==> src/hdl/urb_pkg.sv <==
package urb_pkg;

    localparam int RX_DEPTH_DEF = 64;
    localparam int TX_DEPTH_DEF = 64;
    localparam int DATA_W       = 8;
    localparam int COUNT_W      = 6;
    localparam int PADDR_W      = 3;

    // Word index of the driver enable control register.
    localparam logic [PADDR_W-3:0] REG_USE_DE = 1'b0;

    typedef enum logic [2:0] {
        MODE_PUT      = 3'd0,
        MODE_GET      = 3'd1,
        MODE_RECEIVE  = 3'd2,
        MODE_TX_READY = 3'd3,
        MODE_TX_DONE  = 3'd4
    } mode_t;

    typedef struct packed {
        logic empty;
        logic full;
    } ring_stat_t;

    typedef struct packed {
        logic get_ok;
        logic was_empty;
        logic accepted;
        logic dropped;
        logic send_valid;
    } result_flags_t;

endpackage

==> src/hdl/urb_ring.sv <==
module urb_ring #(
    parameter int DEPTH = urb_pkg::RX_DEPTH_DEF,
    parameter int PTR_W = $clog2(DEPTH)
) (
    input  logic                      clk,
    input  logic                      rst_n,
    input  logic                      push,
    input  logic                      pop,
    input  logic [urb_pkg::DATA_W-1:0] wdata,
    output logic [urb_pkg::DATA_W-1:0] rdata,
    output urb_pkg::ring_stat_t       stat,
    output logic [PTR_W-1:0]          count
);

    localparam logic [PTR_W-1:0] LAST = PTR_W'(DEPTH - 1);
    localparam logic [PTR_W:0]   DEPTH_EXT = (PTR_W + 1)'(DEPTH);

    logic [urb_pkg::DATA_W-1:0] mem [DEPTH];
    logic [urb_pkg::DATA_W-1:0] rdata_reg;
    logic [PTR_W-1:0]           rd_ptr_reg;
    logic [PTR_W-1:0]           rd_ptr_next;
    logic [PTR_W-1:0]           wr_ptr_reg;
    logic [PTR_W-1:0]           wr_ptr_next;
    logic [PTR_W-1:0]           wr_ptr_inc;
    logic [PTR_W-1:0]           rd_ptr_inc;
    logic [PTR_W:0]             diff;

    assign wr_ptr_inc = (wr_ptr_reg == LAST) ? '0 : wr_ptr_reg + 1'b1;
    assign rd_ptr_inc = (rd_ptr_reg == LAST) ? '0 : rd_ptr_reg + 1'b1;

    assign stat.empty = (wr_ptr_reg == rd_ptr_reg);
    assign stat.full  = (wr_ptr_inc == rd_ptr_reg);

    always_comb
    begin
        wr_ptr_next = push ? wr_ptr_inc : wr_ptr_reg;
        rd_ptr_next = pop ? rd_ptr_inc : rd_ptr_reg;
    end

    // Fill level with wrap for depths that are not a power of two.
    always_comb
    begin
        if (wr_ptr_reg >= rd_ptr_reg)
        begin
            diff = {1'b0, wr_ptr_reg} - {1'b0, rd_ptr_reg};
        end
        else
        begin
            diff = {1'b0, wr_ptr_reg} + DEPTH_EXT - {1'b0, rd_ptr_reg};
        end
    end

    assign count = diff[PTR_W-1:0];

    always_ff @(posedge clk or negedge rst_n)
    begin
        if (!rst_n)
        begin
            rd_ptr_reg <= '0;
            wr_ptr_reg <= '0;
        end
        else
        begin
            rd_ptr_reg <= rd_ptr_next;
            wr_ptr_reg <= wr_ptr_next;
        end
    end

    always_ff @(posedge clk)
    begin
        if (push)
        begin
            mem[wr_ptr_reg] <= wdata;
        end
        if (pop)
        begin
            rdata_reg <= mem[rd_ptr_reg];
        end
    end

    assign rdata = rdata_reg;

endmodule

==> src/hdl/uart_ring_buffer_rs485_unit.sv <==
// UART ring-buffer unit with RS-485 driver enable. Each event is taken when start is high
// and busy is low; busy stays low, so a new event can be issued every clock cycle. The
// result of an event appears on the result ports for exactly one cycle, the cycle right
// after the event was taken, marked by strobe, and the receiver must take it then. The
// delay is the synchronous read of the receive or transmit ring memory.
// Each ring holds DEPTH-1 bytes; rx_count is the receive fill level modulo 64.
module uart_ring_buffer_rs485_unit #(
    parameter int RX_DEPTH = urb_pkg::RX_DEPTH_DEF,
    parameter int TX_DEPTH = urb_pkg::TX_DEPTH_DEF
) (
    input  logic                         clk,
    input  logic                         rst_n,
    input  logic                         start,
    output logic                         busy,
    input  logic [2:0]                   mode,
    input  logic [urb_pkg::DATA_W-1:0]   data_byte,
    input  logic                         rx_error,
    output logic                         strobe,
    output logic [urb_pkg::DATA_W-1:0]   read_byte,
    output logic                         rx_was_empty,
    output logic                         put_accepted,
    output logic                         rx_dropped,
    output logic [urb_pkg::DATA_W-1:0]   send_byte,
    output logic                         send_valid,
    output logic                         tx_request,
    output logic                         driver_enable,
    output logic [urb_pkg::COUNT_W-1:0]  rx_count,
    input  logic                         psel,
    input  logic                         penable,
    input  logic                         pwrite,
    input  logic [urb_pkg::PADDR_W-1:0]  paddr,
    input  logic [31:0]                  pwdata,
    output logic [31:0]                  prdata,
    output logic                         pready
);

    localparam int RX_PTR_W = $clog2(RX_DEPTH);
    localparam int TX_PTR_W = $clog2(TX_DEPTH);

    logic                          accept;
    logic                          cfg_write;
    logic                          use_de_reg;
    logic                          tx_irq_reg;
    logic                          tx_irq_next;
    logic                          drive_reg;
    logic                          drive_next;
    logic                          pend_valid_reg;
    urb_pkg::result_flags_t        pend_reg;
    urb_pkg::result_flags_t        flags_next;
    logic                          rx_push;
    logic                          rx_pop;
    logic                          tx_push;
    logic                          tx_pop;
    logic [urb_pkg::DATA_W-1:0]    rx_rdata;
    logic [urb_pkg::DATA_W-1:0]    tx_rdata;
    urb_pkg::ring_stat_t           rx_stat;
    urb_pkg::ring_stat_t           tx_stat;
    logic [RX_PTR_W-1:0]           rx_fill;
    logic [TX_PTR_W-1:0]           tx_fill;
    logic [RX_PTR_W+urb_pkg::COUNT_W-1:0] rx_fill_ext;

    assign busy   = 1'b0;
    assign accept = start && !busy;

    // Configuration port.
    assign pready    = 1'b1;
    assign cfg_write = psel && penable && pwrite && pready
                       && (paddr[urb_pkg::PADDR_W-1:2] == urb_pkg::REG_USE_DE);

    always_comb
    begin
        prdata = '0;
        if (paddr[urb_pkg::PADDR_W-1:2] == urb_pkg::REG_USE_DE)
        begin
            prdata[0] = use_de_reg;
        end
    end

    always_ff @(posedge clk or negedge rst_n)
    begin
        if (!rst_n)
        begin
            use_de_reg <= 1'b0;
        end
        else if (cfg_write)
        begin
            use_de_reg <= pwdata[0];
        end
    end

    // Event decode.
    always_comb
    begin
        flags_next  = '0;
        rx_push     = 1'b0;
        rx_pop      = 1'b0;
        tx_push     = 1'b0;
        tx_pop      = 1'b0;
        tx_irq_next = tx_irq_reg;
        drive_next  = drive_reg;
        if (accept)
        begin
            case (urb_pkg::mode_t'(mode))
                urb_pkg::MODE_PUT:
                begin
                    if (!tx_stat.full)
                    begin
                        tx_push             = 1'b1;
                        tx_irq_next         = 1'b1;
                        flags_next.accepted = 1'b1;
                    end
                end
                urb_pkg::MODE_GET:
                begin
                    if (!rx_stat.empty)
                    begin
                        rx_pop            = 1'b1;
                        flags_next.get_ok = 1'b1;
                    end
                    else
                    begin
                        flags_next.was_empty = 1'b1;
                    end
                end
                urb_pkg::MODE_RECEIVE:
                begin
                    if (!rx_error && !rx_stat.full)
                    begin
                        rx_push = 1'b1;
                    end
                    else
                    begin
                        flags_next.dropped = 1'b1;
                    end
                end
                urb_pkg::MODE_TX_READY:
                begin
                    if (!tx_stat.empty)
                    begin
                        tx_pop                = 1'b1;
                        flags_next.send_valid = 1'b1;
                        if (use_de_reg)
                        begin
                            drive_next = 1'b1;
                        end
                    end
                    else
                    begin
                        tx_irq_next = 1'b0;
                    end
                end
                urb_pkg::MODE_TX_DONE:
                begin
                    if (use_de_reg)
                    begin
                        drive_next = 1'b0;
                    end
                end
                default:
                begin
                    flags_next = '0;
                end
            endcase
        end
    end

    always_ff @(posedge clk or negedge rst_n)
    begin
        if (!rst_n)
        begin
            tx_irq_reg     <= 1'b0;
            drive_reg      <= 1'b0;
            pend_valid_reg <= 1'b0;
        end
        else
        begin
            tx_irq_reg     <= tx_irq_next;
            drive_reg      <= drive_next;
            pend_valid_reg <= accept;
        end
    end

    always_ff @(posedge clk)
    begin
        pend_reg <= flags_next;
    end

    urb_ring #(
        .DEPTH (RX_DEPTH),
        .PTR_W (RX_PTR_W)
    ) u_rx_ring (
        .clk   (clk),
        .rst_n (rst_n),
        .push  (rx_push),
        .pop   (rx_pop),
        .wdata (data_byte),
        .rdata (rx_rdata),
        .stat  (rx_stat),
        .count (rx_fill)
    );

    urb_ring #(
        .DEPTH (TX_DEPTH),
        .PTR_W (TX_PTR_W)
    ) u_tx_ring (
        .clk   (clk),
        .rst_n (rst_n),
        .push  (tx_push),
        .pop   (tx_pop),
        .wdata (data_byte),
        .rdata (tx_rdata),
        .stat  (tx_stat),
        .count (tx_fill)
    );

    // The result beat is built from the registered event flags, the memory read data and
    // the state registers, which already hold the values after the event.
    assign rx_fill_ext   = {{urb_pkg::COUNT_W{1'b0}}, rx_fill};
    assign strobe        = pend_valid_reg;
    assign read_byte     = (pend_valid_reg && pend_reg.get_ok) ? rx_rdata : '0;
    assign rx_was_empty  = pend_valid_reg && pend_reg.was_empty;
    assign put_accepted  = pend_valid_reg && pend_reg.accepted;
    assign rx_dropped    = pend_valid_reg && pend_reg.dropped;
    assign send_valid    = pend_valid_reg && pend_reg.send_valid;
    assign send_byte     = send_valid ? tx_rdata : '0;
    assign tx_request    = tx_irq_reg;
    assign driver_enable = drive_reg;
    assign rx_count      = rx_fill_ext[urb_pkg::COUNT_W-1:0];

`ifndef SYNTHESIS
    a_strobe_follows_accept: assert property (@(posedge clk) disable iff (!rst_n)
        strobe |-> $past(start && !busy))
        else $error("result beat without a preceding accepted event");

    a_one_outcome: assert property (@(posedge clk) disable iff (!rst_n)
        $onehot0({pend_reg.get_ok, pend_reg.was_empty, pend_reg.accepted,
                  pend_reg.dropped, pend_reg.send_valid}) || !pend_valid_reg)
        else $error("more than one event outcome in one result beat");

    a_tx_empty_full: assert property (@(posedge clk) disable iff (!rst_n)
        !(tx_stat.empty && tx_stat.full) && !(rx_stat.empty && rx_stat.full))
        else $error("ring reported empty and full at once");

    a_send_pops: assert property (@(posedge clk) disable iff (!rst_n)
        tx_pop |=> (send_valid && (tx_fill != $past(tx_fill) || TX_DEPTH == 2)))
        else $error("transmit pop did not produce a send beat");
`endif

endmodule
==> config.mk <==
export PLATFORM = sky130hd
export DESIGN_NAME = uart_ring_buffer_rs485_unit
export DESIGN_NICKNAME = d
export VERILOG_FILES = /design/src/hdl/urb_pkg.sv /design/src/hdl/urb_ring.sv /design/src/hdl/uart_ring_buffer_rs485_unit.sv
export SDC_FILE = /design/constraint.sdc
export NUM_CORES = 1
export LEC_CHECK = 0
export BUFFER_PORTS_ARGS = -buffer_cell sky130_fd_sc_hd__buf_2
export CAP_MARGIN = 15
export CORE_MARGIN = 1.5
export CORE_UTILIZATION = 45
export CTS_CLUSTER_DIAMETER = 80
export CTS_CLUSTER_SIZE = 40
export DETAILED_ROUTE_END_ITERATION = 10
export GPL_TIMING_DRIVEN = 0
export PLACE_DENSITY = 0.57
export SKIP_LAST_GASP = 1
export SLEW_MARGIN = 20
export SYNTH_ARGS = -nofsm -noshare
export SYNTH_HDL_FRONTEND = slang
export SYNTH_HIERARCHICAL = 1
export SYNTH_SLANG_ARGS = --single-unit
==> constraint.sdc <==
create_clock -name clk -period 9.8 [get_ports clk]
set_input_delay 2.45 -clock clk [delete_from_list [all_inputs] [get_ports clk]]
set_output_delay 2.45 -clock clk [all_outputs]
set_load 0.03 [all_outputs]
* Word level (Yosys, flattened, before mapping)
Memories as Yosys holds them, arrays and structs flattened. A register that Yosys moved wholly into a read port is not among the register bits. Index checks and enable logic that the tools add are counted.
Word-level totals: bits in registers 33, memory bits (writable) 1024, input bits 53, logic and storage cells 92, memories kept 2
Operators by class: add/subtract/negate cells 7, order comparisons 1, equal/unequal tests 17, multiplexer cells 33, bitwise gates (word level) 1, reduce and logical (&&, ||, !) cells 18
Memories:
- u_rx_ring.mem | words 64, width 8, read ports 1, clocked after memory_dff 1, wr ports 1, line urb_ring.sv:18 | logic [urb_pkg::DATA_W-1:0] mem [DEPTH];
- u_tx_ring.mem | words 64, width 8, read ports 1, clocked after memory_dff 1, wr ports 1, line urb_ring.sv:18
Operators by type and width (count):
- $add A6 B1 Y6 const B | 5
- $mux W6 | 5
- $eq A6 B6 Y1 | 4
- $eq A6 B6 Y1 const B | 4
- $mux W1 | 24
- $mux W8 | 2
- $sub A6 B6 Y6 | 2
- $ne A2 B2 Y1 const B | 5
- $logic_and A1 B1 Y1 | 9
- $eq A3 B2 Y1 const B | 2
- $ge A6 B6 Y1 | 1
- $reduce_and A5 Y1 | 1
- $pmux W1 S2 | 2
- $reduce_and A2 Y1 | 2
- $reduce_and A4 Y1 | 1
- $reduce_bool A2 Y1 | 2
- $eq A3 B1 Y1 const B | 1
- $eq A3 B3 Y1 const B | 1
- $logic_not A3 Y1 | 1
- $logic_not A1 Y1 | 2
- $not A1 Y1 | 1

* Depth between registers and ports, before layout
depth after elaboration 10, mapped depth 12

* Hierarchy
The synthesis kept the hierarchy.
By module, submodules not included:
- urb_ring | times used 2, cells each 1123, area each 21200.3 um2
- uart_ring_buffer_rs485_unit | times used 1, cells each 91, area each 753.2 um2

* Worst setup path after synthesis
Ideal clock, no wire load.
path type input-to-output, from input port paddr[2] (netlist bit), to output port prdata[0], data arrival time 2.882 ns, path slack 4.468 ns, cell stages on the path 1, path buffers 0, cells stage by stage nor2b_1
Between the ends: longest elaborated chain between the ends 1
Ends and longest elaborated chain:
- start: declaration | line uart_ring_buffer_rs485_unit.sv:31 | input logic [urb_pkg::PADDR_W-1:0] paddr,
- $mux W1 | line uart_ring_buffer_rs485_unit.sv:73 | if (paddr[urb_pkg::PADDR_W-1:2] == urb_pkg::REG_USE_DE)
- end: declaration | line uart_ring_buffer_rs485_unit.sv:33 | output logic [31:0] prdata,
Every way passes these cells.

* Final worst setup path
from register u_rx_ring.rd_ptr_reg[2], to output port rx_count[5] (netlist bit)
Between the ends: longest elaborated chain between the ends 2
Ends and longest elaborated chain:
- start: declaration | line urb_ring.sv:20 | logic [PTR_W-1:0] rd_ptr_reg;
- start signal: assignment | line urb_ring.sv:64 | rd_ptr_reg <= rd_ptr_next;
- $sub A6 B6 Y6 (tied with other cells) | line urb_ring.sv:49 | diff = {1'b0, wr_ptr_reg} + DEPTH_EXT - {1'b0, rd_ptr_reg};
- $mux W6 (*) | line urb_ring.sv:43 | if (wr_ptr_reg >= rd_ptr_reg)
- end: declaration | line uart_ring_buffer_rs485_unit.sv:27 | output logic [urb_pkg::COUNT_W-1:0] rx_count,
Every way passes the cells marked *; elsewhere a longest branch is shown, timed or not.

==> impl_metrics.py <==
metrics = {
    "worst_hold_path": {
        "whs_endpoint": "use_de_reg",
        "hold_class": "reg2reg",
        "min_path_cells": 1,
        "hp-start": "use_de_reg",
    },
    "power_and_ir_drop": {
        "clockPowerShare_pct": 21.8,
        "p_comb_share_pct": 34.5,
        "p_leak_uw": 0.01488,
        "p_int_uw": 7537,
        "p_switching_uw": 4228,
        "cellPowerDensity_nw_per_um2": 250.1,
        "swShare_pct": 35.94,
        "p_seq_share_pct": 43.7,
        "vdd_drop_max_mv": 0.1566,
    },
    "routing": {
        "drc_errors": 0,
        "vias": 22720,
        "post_drt_via_cell_ratio": 6.045,
        "drt-wirelength-per-cell_um": 30.70,
        "dr.pass1.iters": 6,
        "postRouteAntennaNets": 0,
        "totalWireLength_um": 115400,
        "drt_iter0_markers": 2956,
    },
    "finish": {
        "drive_above_1_share_pct": 19.34,
        "area_growth_pct": 9.305,
        "nFillCells": 7741,
        "seq_area_um2": 32030,
        "multiInputGateArea_um2": 10090,
        "stdcell_area_um2": 47050,
        "reg_top3": "u_rx_ring/mem (512), u_tx_ring/mem (512)",
        "nNetsFinal": 2526,
    },
    "clock_network": {
        "cts_buffers": 44,
        "clk_pin_slew_ns": 0.13,
        "cts_resized": 0,
        "postCtsHoldBufs": 0,
        "clkSinkCount": 1073,
        "htreeDepth": 2,
        "cts-root-buf": "clkbuf_16",
        "cts_buffer_depth": 3,
        "cts_setup_buffers": 0,
        "cts_tree": "yes",
        "worst_skew_pair.late_latency_ns": 0.66,
    },
    "global_route": {
        "gr-usage-met2_pct": 33.91,
        "met1_usage_pct": 36.48,
        "grt_most_used_layer": "met1",
        "met3_usage_pct": 6.138,
        "grt_pass1_vias": 22090,
        "antenna_found_initial": 7,
        "grt_use_total_pct": 23.63,
        "grt_pass1_wl_um": 162700,
        "grt_overflow_total": 0,
        "grt_max_degree": 97,
    },
    "timing": {
        "slew-limit-headroom_pct": 33.43,
        "tightest_slew_ns": 0.9909,
        "slew_violations": 0,
        "fin_crit_ns": 6.012,
        "fin_crit_sh_pct": 61.35,
        "hold_viol_final": 0,
        "setup_tns_ns": 0,
        "fmax_mhz": 166.3,
        "clock_skew_ns": 0.04361,
        "finalSetupViolations": 0,
        "rsz0062_at_grt": "false",
    },
    "critical_path": {
        "rrSetupSlack_ns": 4.46,
        "worstPathRequired_ns": 7.35,
        "r2r-end": "u_tx_ring/mem[60][2]",
        "start_kind": "register",
        "end_kind": "output pin",
        "r2r_start": "u_tx_ring/rd_ptr_reg[1]",
        "critPathArrivalTime_ns": 3.56,
        "critPathKind": "reg2out",
        "cp_max_fo": 10,
        "reg2regPathDepth": 11,
    },
    "yosys": {
        "ys_warn_count": 6,
        "synthCells": 2321,
        "netlist_area_um2": 43040,
        "syn-mean-instance-area_um2": 18.54,
    },
    "floorplan": {
        "initial_core_util_pct": 45.37,
        "dieArea_um2": 97520,
        "coreArea_um2": 94870,
        "placementRows": 113,
        "die_h_um": 312.3,
        "ios": 116,
        "die-width_um": 312.3,
    },
    "placement": {
        "place.gp.congestion": 0.9539,
        "port_buffers": 49,
        "place_hpwl_um": 80530,
        "placed_cell_area_um2": 45330,
    },
    "job": {
        "cap_violations": 0,
    },
    "status": {
        "status": "complete, no violations",
    },
}
-- power groups by stage --
stage / Clock, µW / Sequential [µW] / Combinational [µW]
2_1_floorplan: 0 / 5230 / 2480
3_3_place_gp: 0 / 5250 / 3940
3_5_place_dp: 0 / 5250 / 3980
4_1_cts: 2630 / 5140 / 3990
5_1_grt: 2770 / 5150 / 4210
6_report: 2570 / 5140 / 4060
-- per-layer routing --
layer  vias up  routed length [µm]  share of wire (%)
met3       121               11830                 10
met1     12110               51250                 44
met4         0                2353                2.0
met2      1009               49950                 43
met5         -                   0                  0
li1       9484                   -                  -
-- per-stage QoR --
stage | utilization (%) | instances | setup WS (ns) | hold slack, ns | total power (µW)
global placement | 47.42 | 3666 | 3.472 | 0.5313 | 9189
CTS | 49.59 | 3757 | 3.803 | 0.5837 | 11750
global route | 49.59 | 3757 | 3.715 | 0.6304 | 12130
finish | 49.59 | 3759 | 3.788 | 0.5809 | 11770
detailed placement | 47.78 | 3677 | 3.845 | 0.5516 | 9221
floorplan | - | 2352 | 4.468 | 0.5093 | 7711
-- worst max-delay path by stage --
stage / slack (ns) / cells after the start / start / to
after global placement: 3.47 / 6 / mode[1] / u_tx_ring/mem[60][1]
final: 3.79 / 8 / u_rx_ring/rd_ptr_reg[2] / rx_count[5]
after detailed placement: 3.84 / 6 / mode[1] / u_tx_ring/mem[61][1]
after global routing: 3.71 / 8 / u_rx_ring/rd_ptr_reg[2] / rx_count[5]
after CTS: 3.80 / 8 / u_rx_ring/rd_ptr_reg[2] / rx_count[5]
after floorplan: 4.47 / 1 / paddr[2] / prdata[0]
-- placed cells by master (no fill, tap or decap), types with 33 or more instances in the layout --
| master | n |
|---|---|
| mux4_2 | 218 |
| clkbuf_16 | 45 |
| buf_2 | 75 |
| o21ai_0 | 51 |
| mux2i_1 | 86 |
| clkbuf_1 | 44 |
| buf_4 | 49 |
| edfxtp_1 | 1040 |
| nand2_1 | 152 |
| conb_1 | 33 |
| nand3_1 | 60 |
| nor2_1 | 182 |
-- worst max-delay path, cell delays in order, from the launching register on --
cell and delay (ns):
dfrtp_1 0.44, clkinv_1 0.24, buf_1 0.73, ha_1 0.42, a21oi_1 0.25, o21bai_1 0.11
a21oi_1 0.19, xor2_1 0.29, buf_2 0.26
-- layout make-up --
cell class,count,share of cell area (%)
Antenna cell,2,0.01064
Buffer,156,2.128
Clock buffer,47,2.409
Clock inverter,33,1.239
Inverter,21,0.1675
Multi-Input combinational cell,1102,21.46
Sequential cell,1073,68.08
Tap cell,1265,3.364
Timing Repair Buffer,60,1.144
No activity file was read; power rests on OpenSTA's default activity.
